--- src/design/xed_pkg.sv ---
package xed_pkg;

    // Default longest entity name held by the cell chain
    localparam int XED_MAX_NAME = 16;

    // Register indexes on the configuration port
    localparam logic CFG_DECODE_ENABLE = 1'b0;
    localparam logic CFG_TERMINATOR    = 1'b1;

    // Status codes
    localparam logic [1:0] ST_OK       = 2'd0;
    localparam logic [1:0] ST_EMPTY    = 2'd1;
    localparam logic [1:0] ST_UNTERM   = 2'd2;
    localparam logic [1:0] ST_TOO_LONG = 2'd3;

    // Characters
    localparam logic [7:0] CH_AMP  = 8'h26;
    localparam logic [7:0] CH_SEMI = 8'h3B;
    localparam logic [7:0] CH_LT   = 8'h3C;
    localparam logic [7:0] CH_GT   = 8'h3E;
    localparam logic [7:0] CH_APOS = 8'h27;
    localparam logic [7:0] CH_QUOT = 8'h22;

    // Reset values of the registers
    localparam logic       DECODE_ENABLE_RST = 1'b1;
    localparam logic [7:0] TERMINATOR_RST    = CH_LT;

    // Controller states
    typedef enum logic [1:0] {
        S_IDLE,
        S_NAME,
        S_SEMI
    } state_t;

    // Control word broadcast to every cell of the name chain
    typedef struct packed {
        logic clear;
        logic append;
        logic shift;
    } cell_ctrl_t;

    // One result word
    typedef struct packed {
        logic [7:0] out_byte;
        logic       byte_valid;
        logic       run_end;
        logic [1:0] status;
        logic       last_of_step;
    } result_t;

    // Character of a predefined entity, 0 if the name is not one of them.
    // len is the held name length when it is 2, 3 or 4, otherwise 0.
    function automatic logic [7:0] entity_char(
        input logic [7:0] c0,
        input logic [7:0] c1,
        input logic [7:0] c2,
        input logic [7:0] c3,
        input logic [2:0] len
    );
        logic [7:0] ch;
        ch = 8'h00;
        if (len == 3'd2 && c0 == "l" && c1 == "t")
            ch = CH_LT;
        else if (len == 3'd2 && c0 == "g" && c1 == "t")
            ch = CH_GT;
        else if (len == 3'd3 && c0 == "a" && c1 == "m" && c2 == "p")
            ch = CH_AMP;
        else if (len == 3'd4 && c0 == "a" && c1 == "p" && c2 == "o" && c3 == "s")
            ch = CH_APOS;
        else if (len == 3'd4 && c0 == "q" && c1 == "u" && c2 == "o" && c3 == "t")
            ch = CH_QUOT;
        return ch;
    endfunction

endpackage

--- src/design/xed_cell.sv ---
module xed_cell (
    input  logic              clk,
    input  logic              rst_n,
    input  xed_pkg::cell_ctrl_t ctrl,
    input  logic [7:0]        in_byte,
    input  logic              prev_full,
    input  logic              next_full,
    input  logic [7:0]        next_data,
    output logic [7:0]        data,
    output logic              full
);
    import xed_pkg::*;

    logic [7:0] data_reg, data_next;
    logic       full_reg, full_next;
    logic       take_byte;

    // A new byte lands in the first empty cell of the chain
    assign take_byte = ctrl.append && !full_reg && prev_full;

    // Next value: clear, shift toward the head, or capture
    always_comb
    begin
        full_next = full_reg;
        data_next = data_reg;
        if (ctrl.clear)
        begin
            full_next = 1'b0;
        end
        else if (ctrl.shift)
        begin
            full_next = next_full;
            data_next = next_data;
        end
        else if (take_byte)
        begin
            full_next = 1'b1;
            data_next = in_byte;
        end
    end

    always_ff @(posedge clk or negedge rst_n)
    begin
        if (!rst_n)
        begin
            full_reg <= 1'b0;
        end
        else
        begin
            full_reg <= full_next;
        end
    end

    // Payload, no reset
    always_ff @(posedge clk)
    begin
        data_reg <= data_next;
    end

    assign data = data_reg;
    assign full = full_reg;

endmodule

--- src/design/xml_entity_decoder.sv ---
// Streaming decoder for XML text: takes one byte per word on the input channel and gives the
// decoded text on the output channel, replacing &lt; &gt; &amp; &apos; &quot; by their
// characters, passing any other reference on as its original text, ending a run on the
// configured terminator byte and flagging empty, unterminated and over-long references.
// Plain bytes and predefined references are decoded as each input byte is taken. A reference
// that is not predefined replays its text out of the name cell chain, one byte per cycle from
// the head cell while the output word is taken: after the '&' word the input is held until the
// name bytes and the closing ';' have gone out, and the replay waits while the output is not taken.
// Configuration is written through cfg_we / cfg_index / cfg_data while the block is idle.
module xml_entity_decoder #(
    parameter int MAX_NAME = xed_pkg::XED_MAX_NAME
) (
    input  logic       clk,
    input  logic       rst_n,
    // configuration
    input  logic       cfg_we,
    input  logic       cfg_index,
    input  logic [7:0] cfg_data,
    // input channel
    input  logic       in_valid,
    output logic       in_ready,
    input  logic [7:0] in_byte,
    input  logic       end_of_text,
    // output channel
    output logic       out_valid,
    input  logic       out_ready,
    output logic [7:0] out_byte,
    output logic       byte_valid,
    output logic       run_end,
    output logic [1:0] status,
    output logic       last_of_step
);
    import xed_pkg::*;

    // Configuration registers
    logic       decode_enable_reg;
    logic [7:0] terminator_reg;

    // Control state
    state_t     state_reg, state_next;
    logic       in_ref_reg, in_ref_next;
    logic       eot_reg, eot_next;
    logic       out_valid_reg, out_valid_next;
    result_t    res_reg, res_next;

    // Name chain
    cell_ctrl_t        ctrl;
    logic [MAX_NAME:0] full_ext;
    logic [MAX_NAME-1:0] full_prev;
    logic [7:0]        cell_data [MAX_NAME:0];

    logic       out_free;
    logic       accept;
    logic       load;
    result_t    res;
    logic       start_replay;
    logic [2:0] name_len;
    logic [7:0] ent_char;

    assign out_free = !out_valid_reg || out_ready;
    assign in_ready = (state_reg == S_IDLE) && out_free;
    assign accept   = in_valid && in_ready;

    // Configuration writes
    always_ff @(posedge clk or negedge rst_n)
    begin
        if (!rst_n)
        begin
            decode_enable_reg <= DECODE_ENABLE_RST;
            terminator_reg    <= TERMINATOR_RST;
        end
        else if (cfg_we)
        begin
            case (cfg_index)
                CFG_DECODE_ENABLE: decode_enable_reg <= cfg_data[0];
                CFG_TERMINATOR:    terminator_reg    <= cfg_data;
                default:           terminator_reg    <= terminator_reg;
            endcase
        end
    end

    // Cell chain: byte enters the first empty cell, replay shifts toward cell 0
    assign full_ext[MAX_NAME]  = 1'b0;
    assign cell_data[MAX_NAME] = 8'h00;
    assign full_prev = {full_ext[MAX_NAME-2:0], 1'b1};

    for (genvar i = 0; i < MAX_NAME; i++)
    begin : g_cell
        xed_cell u_cell (
            .clk       (clk),
            .rst_n     (rst_n),
            .ctrl      (ctrl),
            .in_byte   (in_byte),
            .prev_full (full_prev[i]),
            .next_full (full_ext[i+1]),
            .next_data (cell_data[i+1]),
            .data      (cell_data[i]),
            .full      (full_ext[i])
        );
    end

    // Name length when it can match a predefined entity
    always_comb
    begin
        name_len = 3'd0;
        if (full_ext[1] && !full_ext[2])
            name_len = 3'd2;
        else if (full_ext[2] && !full_ext[3])
            name_len = 3'd3;
        else if (full_ext[3] && !full_ext[4])
            name_len = 3'd4;
    end

    assign ent_char = entity_char(cell_data[0], cell_data[1], cell_data[2], cell_data[3],
                                  name_len);

    // Next state
    always_comb
    begin
        state_next = state_reg;
        case (state_reg)
            S_IDLE:
            begin
                if (start_replay)
                    state_next = S_NAME;
            end
            S_NAME:
            begin
                if (out_free && !full_ext[1])
                    state_next = S_SEMI;
            end
            S_SEMI:
            begin
                if (out_free)
                    state_next = S_IDLE;
            end
            default: state_next = S_IDLE;
        endcase
    end

    // Outputs of the controller: result word, chain control, reference flag
    always_comb
    begin
        load         = 1'b0;
        res          = '0;
        ctrl         = '0;
        in_ref_next  = in_ref_reg;
        eot_next     = eot_reg;
        start_replay = 1'b0;
        case (state_reg)
            S_IDLE:
            begin
                if (accept)
                begin
                    load = 1'b1;
                    res  = '{out_byte: 8'h00, byte_valid: 1'b0, run_end: 1'b1,
                             status: ST_OK, last_of_step: 1'b1};
                    if (!in_ref_reg)
                    begin
                        if (in_byte == terminator_reg)
                        begin
                            // run closed, result already set
                        end
                        else if (decode_enable_reg && in_byte == CH_AMP)
                        begin
                            ctrl.clear  = 1'b1;
                            in_ref_next = !end_of_text;
                            load        = end_of_text;
                            res.status  = ST_UNTERM;
                        end
                        else
                        begin
                            res.out_byte   = in_byte;
                            res.byte_valid = 1'b1;
                            res.run_end    = end_of_text;
                        end
                    end
                    else if (in_byte == CH_SEMI)
                    begin
                        in_ref_next = 1'b0;
                        if (!full_ext[0])
                        begin
                            ctrl.clear = 1'b1;
                            res.status = ST_EMPTY;
                        end
                        else if (ent_char != 8'h00)
                        begin
                            ctrl.clear     = 1'b1;
                            res.out_byte   = ent_char;
                            res.byte_valid = 1'b1;
                            res.run_end    = end_of_text;
                        end
                        else
                        begin
                            // unknown name: '&' now, then replay the chain
                            start_replay     = 1'b1;
                            eot_next         = end_of_text;
                            res.out_byte     = CH_AMP;
                            res.byte_valid   = 1'b1;
                            res.run_end      = 1'b0;
                            res.last_of_step = 1'b0;
                        end
                    end
                    else if (full_ext[MAX_NAME-1])
                    begin
                        ctrl.clear  = 1'b1;
                        in_ref_next = 1'b0;
                        res.status  = ST_TOO_LONG;
                    end
                    else
                    begin
                        ctrl.append = 1'b1;
                        ctrl.clear  = end_of_text;
                        in_ref_next = !end_of_text;
                        load        = end_of_text;
                        res.status  = ST_UNTERM;
                    end
                end
            end
            S_NAME:
            begin
                if (out_free)
                begin
                    load           = 1'b1;
                    ctrl.shift     = 1'b1;
                    res.out_byte   = cell_data[0];
                    res.byte_valid = 1'b1;
                end
            end
            S_SEMI:
            begin
                if (out_free)
                begin
                    load             = 1'b1;
                    res.out_byte     = CH_SEMI;
                    res.byte_valid   = 1'b1;
                    res.run_end      = eot_reg;
                    res.last_of_step = 1'b1;
                end
            end
            default:
            begin
                ctrl.clear = 1'b1;
            end
        endcase
    end

    // Output register
    always_comb
    begin
        out_valid_next = out_valid_reg;
        res_next       = res_reg;
        if (load)
        begin
            out_valid_next = 1'b1;
            res_next       = res;
        end
        else if (out_ready)
        begin
            out_valid_next = 1'b0;
        end
    end

    always_ff @(posedge clk or negedge rst_n)
    begin
        if (!rst_n)
        begin
            state_reg     <= S_IDLE;
            in_ref_reg    <= 1'b0;
            eot_reg       <= 1'b0;
            out_valid_reg <= 1'b0;
        end
        else
        begin
            state_reg     <= state_next;
            in_ref_reg    <= in_ref_next;
            eot_reg       <= eot_next;
            out_valid_reg <= out_valid_next;
        end
    end

    always_ff @(posedge clk)
    begin
        res_reg <= res_next;
    end

    assign out_valid    = out_valid_reg;
    assign out_byte     = res_reg.out_byte;
    assign byte_valid   = res_reg.byte_valid;
    assign run_end      = res_reg.run_end;
    assign status       = res_reg.status;
    assign last_of_step = res_reg.last_of_step;

`ifndef NO_ASSERTIONS
    // Replay never starts or runs on an empty chain
    a_name_nonempty: assert property (@(posedge clk) disable iff (!rst_n)
        state_reg == S_NAME |-> full_ext[0])
        else $error("replay with empty name chain");

    // Chain is drained before the closing ';'
    a_semi_drained: assert property (@(posedge clk) disable iff (!rst_n)
        state_reg == S_SEMI |-> !full_ext[0])
        else $error("name chain not drained before ';'");

    // No open reference during a replay burst
    a_no_ref_in_burst: assert property (@(posedge clk) disable iff (!rst_n)
        state_reg != S_IDLE |-> !in_ref_reg)
        else $error("reference open during replay");

    // Filled cells form an unbroken run from the head
    a_contiguous: assert property (@(posedge clk) disable iff (!rst_n)
        ((full_ext >> 1) & ~full_ext) == '0)
        else $error("gap in name chain");
`endif

endmodule
--- config.mk ---
export PLATFORM = sky130hd
export DESIGN_NAME = xml_entity_decoder
export DESIGN_NICKNAME = d
export VERILOG_FILES = /design/src/design/xed_pkg.sv /design/src/design/xed_cell.sv /design/src/design/xml_entity_decoder.sv
export SDC_FILE = /design/constraint.sdc
export NUM_CORES = 1
export LEC_CHECK = 0
export BUFFER_PORTS_ARGS = -buffer_cell sky130_fd_sc_hd__buf_2
export CAP_MARGIN = 20
export CORE_MARGIN = 10
export CORE_UTILIZATION = 50
export CTS_CLUSTER_DIAMETER = 40
export DETAILED_ROUTE_END_ITERATION = 8
export GPL_TIMING_DRIVEN = 1
export PLACE_DENSITY = 0.75
export SYNTH_ARGS = -nofsm -noshare
export SYNTH_HDL_FRONTEND = slang
export SYNTH_SLANG_ARGS = --single-unit
export TNS_END_PERCENT = 1
--- constraint.sdc ---
create_clock -name clk -period 3.7 [get_ports clk]
set_clock_uncertainty 0.15 [all_clocks]
set_input_delay 0.555 -clock clk [delete_from_list [all_inputs] [get_ports clk]]
set_output_delay 0.555 -clock clk [all_outputs]
set_load 0.05 [all_outputs]
==> run metrics, run 1 <==
first drt pass iteration count 5; Syn Nets 617; post-CTS setup repair buffer count 0; Tot GR Track Use 0.159; final hold slack 0.0194 ns; Clk Latency, worst-skew pair between 0.4 and 0.5 ns; Mapped Cells between 500 and 600; drt via density 5.97; initial DRC count 530; critical path arrival 2.93 ns; vias slightly above 5000; chip height 145 um; reg-to-reg startpoint g_cell[1].u_cell.full; Initial Util 0.513; WL final 16600 um; TritonCTS Sinks 171; RSZ-0062 raised after global routing false; Synth area leaders edfxtp_1, a21o_1, dfrtp_1; Leakage 3.71 nW; period utilization 0.805; R2R setup slack 0.72 ns; Main synth FF type edfxtp_1; max reg flops 128; HPWL Detailed approximately 11000 um; Synth top area share 0.541; n_diodes 0; die area 21000 um^2; leading area contributor after synthesis edfxtp_1; Final Hold Vio Count 0; Combinational Power Share 0.059; Req. time, crit path around 3.7 ns; fin. max-slew vios 0; IO Port Bufs 37; CP Launch Type register; final net count roughly 650; count leader, synth edfxtp_1; Worst Path Max Fanout 32; Yosys cell types between 50 and 60; multi-input logic area 2630 um^2; clock buffer depth 2; largest net degree at the start of global routing 59; Hold Crit Class in -> async; Synth top cells by count edfxtp_1, a21o_1, clkbuf_1; CTS HTree Levels 4; Worst setup EP type register; final setup TNS 0 ns; Worst Tran Pin Value 0.920 ns; Critical Setup Path Class reg -> reg; PwrDens between 400 and 500 nW/um^2; DR WL/cell 19.7 um; CTS tree built; number of routed nets with antenna violations 0; switch share 0.217; Reg2Reg Depth 6; Fill cells roughly 1200; GRT Residual Overflow 0; syn avg cell area between 10 and 15 um^2; Clock Power Share 0.425; sequential share of power 0.515; clk root buf clkbuf_16; core area 15300 um^2; reg-to-reg endpoint g_cell[1].u_cell.data[4]; Mapped Area 7820 um^2; area grow syn2layout 12.9%; Ys Warns 0; clk slew on worst S/H paths around 0.070 ns; minimum clock period 2.98 ns; Cell Int Power between 3 and 4 mW; Reg area around 5000 um^2; max-cap check violation count 0; Finish-stage setup viols 0; initial antenna violation count 0; Slew headroom 0.386; # IOs 38; Util after Layout 0.579; status complete, no violations; Highest Clock Rate 336 MHz; vias in the first global route 5080; row count 45; peak supply drop 0.343 mV; first-pass GRT wire length 27200 um; total CTS buffers 17; number of flops mapped to enable cells by yosys 141; post-cts resize count 0; GPL Wtd Cong 0.902; Residual DRC 0; Async SR Flop Fraction 0.175; die width 145 um; layout cell share with drive strength beyond 1 0.192; Hold Buf Count CTS 0; Worst setup startpoint g_cell[1].u_cell.full; Seq cells post-synth between 150 and 200; sequential share of the synthesized area 0.638; sw power about 0.90 mW
## how the worst max path moves through the flow
| stage | endpoint | slack (ns) | cells past startpoint |
|---|---|---|---|
| detailed placement | g_cell[1].u_cell.data[1] | 0.46 | 7 |
| finish | g_cell[1].u_cell.data[4] | 0.72 | 6 |
| global route | g_cell[1].u_cell.data[4] | 0.55 | 6 |
| floorplan | byte_valid | 0.64 | 7 |
| global placement | g_cell[1].u_cell.data[1] | 0.60 | 7 |
| CTS | g_cell[1].u_cell.data[4] | 0.75 | 6 |
## routing by layer
metal / global-route usage / part of all wire
met1: 0.198 / 0.43
met2: 0.257 / 0.49
met3: 0.0397 / 0.051
met4: 0.0688 / 0.030
met5: 0 / 0
## worst max-delay path: stages, from the launching register on
cell	delay (ns)
dfrtp_1	0.47
nor2b_1	0.21
nor4b_1	0.47
nand4_1	0.27
o21ai_2	0.36
o31a_4	0.44
a21oi_1	0.27
## power by group through the flow
stage               clock (mW)  sequential [mW]  combinational, mW
finish                    1.76             2.13              0.246
global route              1.88             2.14              0.266
CTS                       1.79             2.13              0.248
detailed placement           0             2.18              0.246
global placement             0             2.17              0.236
floorplan                    0             2.21              0.130
## metrics by stage
stage | setup slack [ns] | total power, mW | cells | area (um^2)
6_report | 0.721 | 4.14 | 845 | 8830
5_1_grt | 0.551 | 4.28 | 845 | 8830
4_1_cts | 0.747 | 4.17 | 845 | 8830
3_5_place_dp | 0.462 | 2.42 | 813 | 8230
3_3_place_gp | 0.605 | 2.41 | 813 | 8230
2_1_floorplan | 0.644 | 2.34 | 590 | 7820
## layout by cell type, fill, tap and decap left out, drive strengths merged, types with 5 or more instances in the layout
cell and instances:
dfstp 5, nor3 23, nor4bb 7, nand2 18
a211oi 15, and2 11, clkbuf 24, nand4b 6
mux2 10, dfrtp 25, edfxtp 141, buf 56
a21oi 30, nor2 28, o21ai 12, xnor2 8
nand3b 15, inv 9, a21o 123
## layout make-up
class | count | share of cell area
multi-input combinational | 370 | 0.298
tap | 211 | 0.0299
clock inverter | 8 | 0.00765
sequential | 171 | 0.565
inverter | 5 | 0.00212
clock buffer | 24 | 0.0606
timing repair buffer | 56 | 0.0371
## cells by family (layout without fill, tap and decap cells)
family                     Yosys count  count (layout)  synth area share
AOI/OAI and AO/OA                  198             198             0.178
xor gates and xnor gates             8               8           0.00896
adders and majority gates            4               4           0.00640
buffers and inverters               49              93            0.0264
DFF                                171             171             0.638
muxes                               10              10            0.0144
and+or+nand+nor                    150             150             0.127
(Power assumes the default switching activity.)
==> run 2: changes to the inputs <==
- PLACE_DENSITY: 0.75 -> 0.78
- clock period: 3.7 -> 2.5 ns (I/O delays scaled with it)
==> run 2 against run 1 <==
Global-route usage up 0.48 points; final cell count up 6.7%; utilization rose by 4.3 points; highest routed layer unchanged; clock-buffer cell count is 4 lower; worst hold slack better by 0.011 ns; first-iteration DRC count grew 15%; cell area rose by 7.4%; critical path depth is 2 higher; critical path type unchanged; combinational power increased by 61%; via count grew 5.5%; non-clock buffer count increased by 56; die area stayed put.
==> run metrics, run 2 (same netlist as run 1, synthesis figures left out) <==
clk slew on worst S/H paths 0.07 ns; Hold Crit Endpoint terminator_reg[7]; Initial Util 0.513; PnR worst setup slack 0.0142 ns; layout cell share with drive strength beyond 1 0.292; HPWL Detailed ~12000 um; area grow syn2layout 21.3%; status complete, no violations; final hold slack 0.0309 ns; Residual DRC 0; placed cell area around 8700 um^2; max reg flops about 130; pre-CTS setup slack -0.221 ns; Tot GR Track Use 0.164; period utilization 0.994; Leakage 4.00 nW; total CTS buffers 17; crit-path max cell delay 0.43 ns; critical path arrival between 2 and 2.5 ns; Critical Setup Path Class reg -> reg; peak supply drop roughly 0.5 mV; max-cap check violation count 0; hold path depth 2; CP Launch Type register; Hold Crit Class in -> reg; first drt pass iteration count 5; Slew headroom 0.357; largest net degree at the start of global routing 67; met3 usage 0.0376; Util after Layout 0.622; most frequent cells in the layout edfxtp_1, a21o_1, buf_4; Top Usage Layer GRT met2; n_diodes 0; die area between 20000 and 25000 um^2; Req. time, crit path 2.45 ns; most common cell after layout, fill and taps aside edfxtp_1; final net count 705; kind of cell adding the most delay to the critical path compound AO/OA/AOI/OAI gates; initial antenna violation count 0; Worst Path Max Fanout 8; reg-to-reg startpoint g_cell[1].u_cell.data[1]; GRT met2 Usage 0.269; Design Area, Final 9490 um^2; IO Port Bufs 37; CTS tree built; initial DRC count 612; GPL Wtd Cong 0.926; Clk Latency, worst-skew pair 0.43 ns; clk root buf clkbuf_16; fin. max-slew vios 0; WL final around 17000 um; # IOs 38; reg-to-reg endpoint g_cell[3].u_cell.data[6]; Fill cells approximately 1100; core area 15300 um^2; Slowest cell on crit path o31a_4; first-pass GRT wire length 28000 um; CTS HTree Levels 4; row count 45; Worst setup EP type register; vias in the first global route 5406; met1 usage 0.203; Finish-stage setup viols 0; vias around 5300; Reg2Reg Depth 8; GRT Residual Overflow 0; R2R setup slack 0.01 ns; Final Hold Vio Count 0; minimum clock period 2.49 ns; clock buffer depth 2; Buf+Inv Stages, Crit Path 2; DR WL/cell 19.4 um; Worst Tran Pin Value 0.964 ns; PwrDens 630 nW/um^2; worst path cell trace and4bb_2 > buf_4 > nand3_1 > and2_4 > o21ai_4 > o31a_4 > buf_6 > a21oi_4; Highest Clock Rate approximately 400 MHz; drt via density 5.90; number of routed nets with antenna violations 0; TritonCTS Sinks about 170; die width 145 um; RSZ-0062 raised after global routing true; Hold Path Origin cfg_data[7]; chip height 145 um
run 2: changes by cell type in the layout (fill, tap and decap cells not counted), moves of 4 or more:
cell | before | now
a21oi_1 | 30 | 16
a21oi_4 | 0 | 13
buf_12 | 0 | 5
buf_4 | 19 | 64
buf_6 | 0 | 5
nor2_1 | 27 | 23
nor2_2 | 1 | 5
run 2: final cells by class:
cell class / count / area [um^2] / share of cell area
multi-input cells: 371 / 2840 / 0.299
clock buffers: 20 / 458 / 0.0482
well taps: 211 / 264 / 0.0278
clock inverters: 12 / 88.8 / 0.00936
repair buffers: 112 / 832 / 0.0877
flip-flops and latches: 171 / 4990 / 0.526
inverters: 5 / 18.8 / 0.00198
run 2: per-stage QoR:
stage,power (mW),cells,setup TNS (ns)
floorplan,3.47,590,-9.32
global placement,3.60,866,-14.83
detailed placement,3.61,866,-22.72
CTS,6.01,899,-5.39
global route,6.15,902,-3.16
finish,5.98,902,0
run 2: worst max path at each step:
stage | endpoint | cells after the start | from
2_1_floorplan | g_cell[0].u_cell.data[0] | 8 | out_valid
3_3_place_gp | g_cell[15].u_cell.data[0] | 7 | in_byte[7]
3_5_place_dp | g_cell[1].u_cell.data[7] | 7 | in_byte[7]
4_1_cts | g_cell[2].u_cell.data[3] | 6 | g_cell[1].u_cell.data[1]
5_1_grt | g_cell[3].u_cell.data[1] | 8 | g_cell[0].u_cell.data[0]
6_report | g_cell[3].u_cell.data[6] | 8 | g_cell[1].u_cell.data[1]
run 2: repair_timing:
item / CTS / global route
pin swaps: 2 / 5
buffers inserted: 0 / 2
cloned: 0 / 1
endpoints found under the hold margin: 25 / 0
resized for setup: 11 / 19
setup endpoints to repair: 128 / 149
hold buffers: 1 / 0
run 2: worst register-to-register path: stages, from the launching register on:
cell and delay (ns):
edfxtp_1 0.42, and4bb_2 0.27, buf_4 0.14, nand3_1 0.08, and2_4 0.16, o21ai_4 0.08
o31a_4 0.43, buf_6 0.17, a21oi_4 0.27
run 2: power breakdown:
group	switching, mW	internal, mW
combinational	0.230	0.167
clock	1.09	1.34
sequential	0.0209	3.14
run 2: metal layers:
| layer | routed length (um) | up-vias |
|---|---|---|
| met5 | 0 | - |
| met4 | 427 | 0 |
| met3 | 1020 | 39 |
| met2 | 8590 | 197 |
| met1 | 7450 | 2650 |
| li1 | - | 2437 |
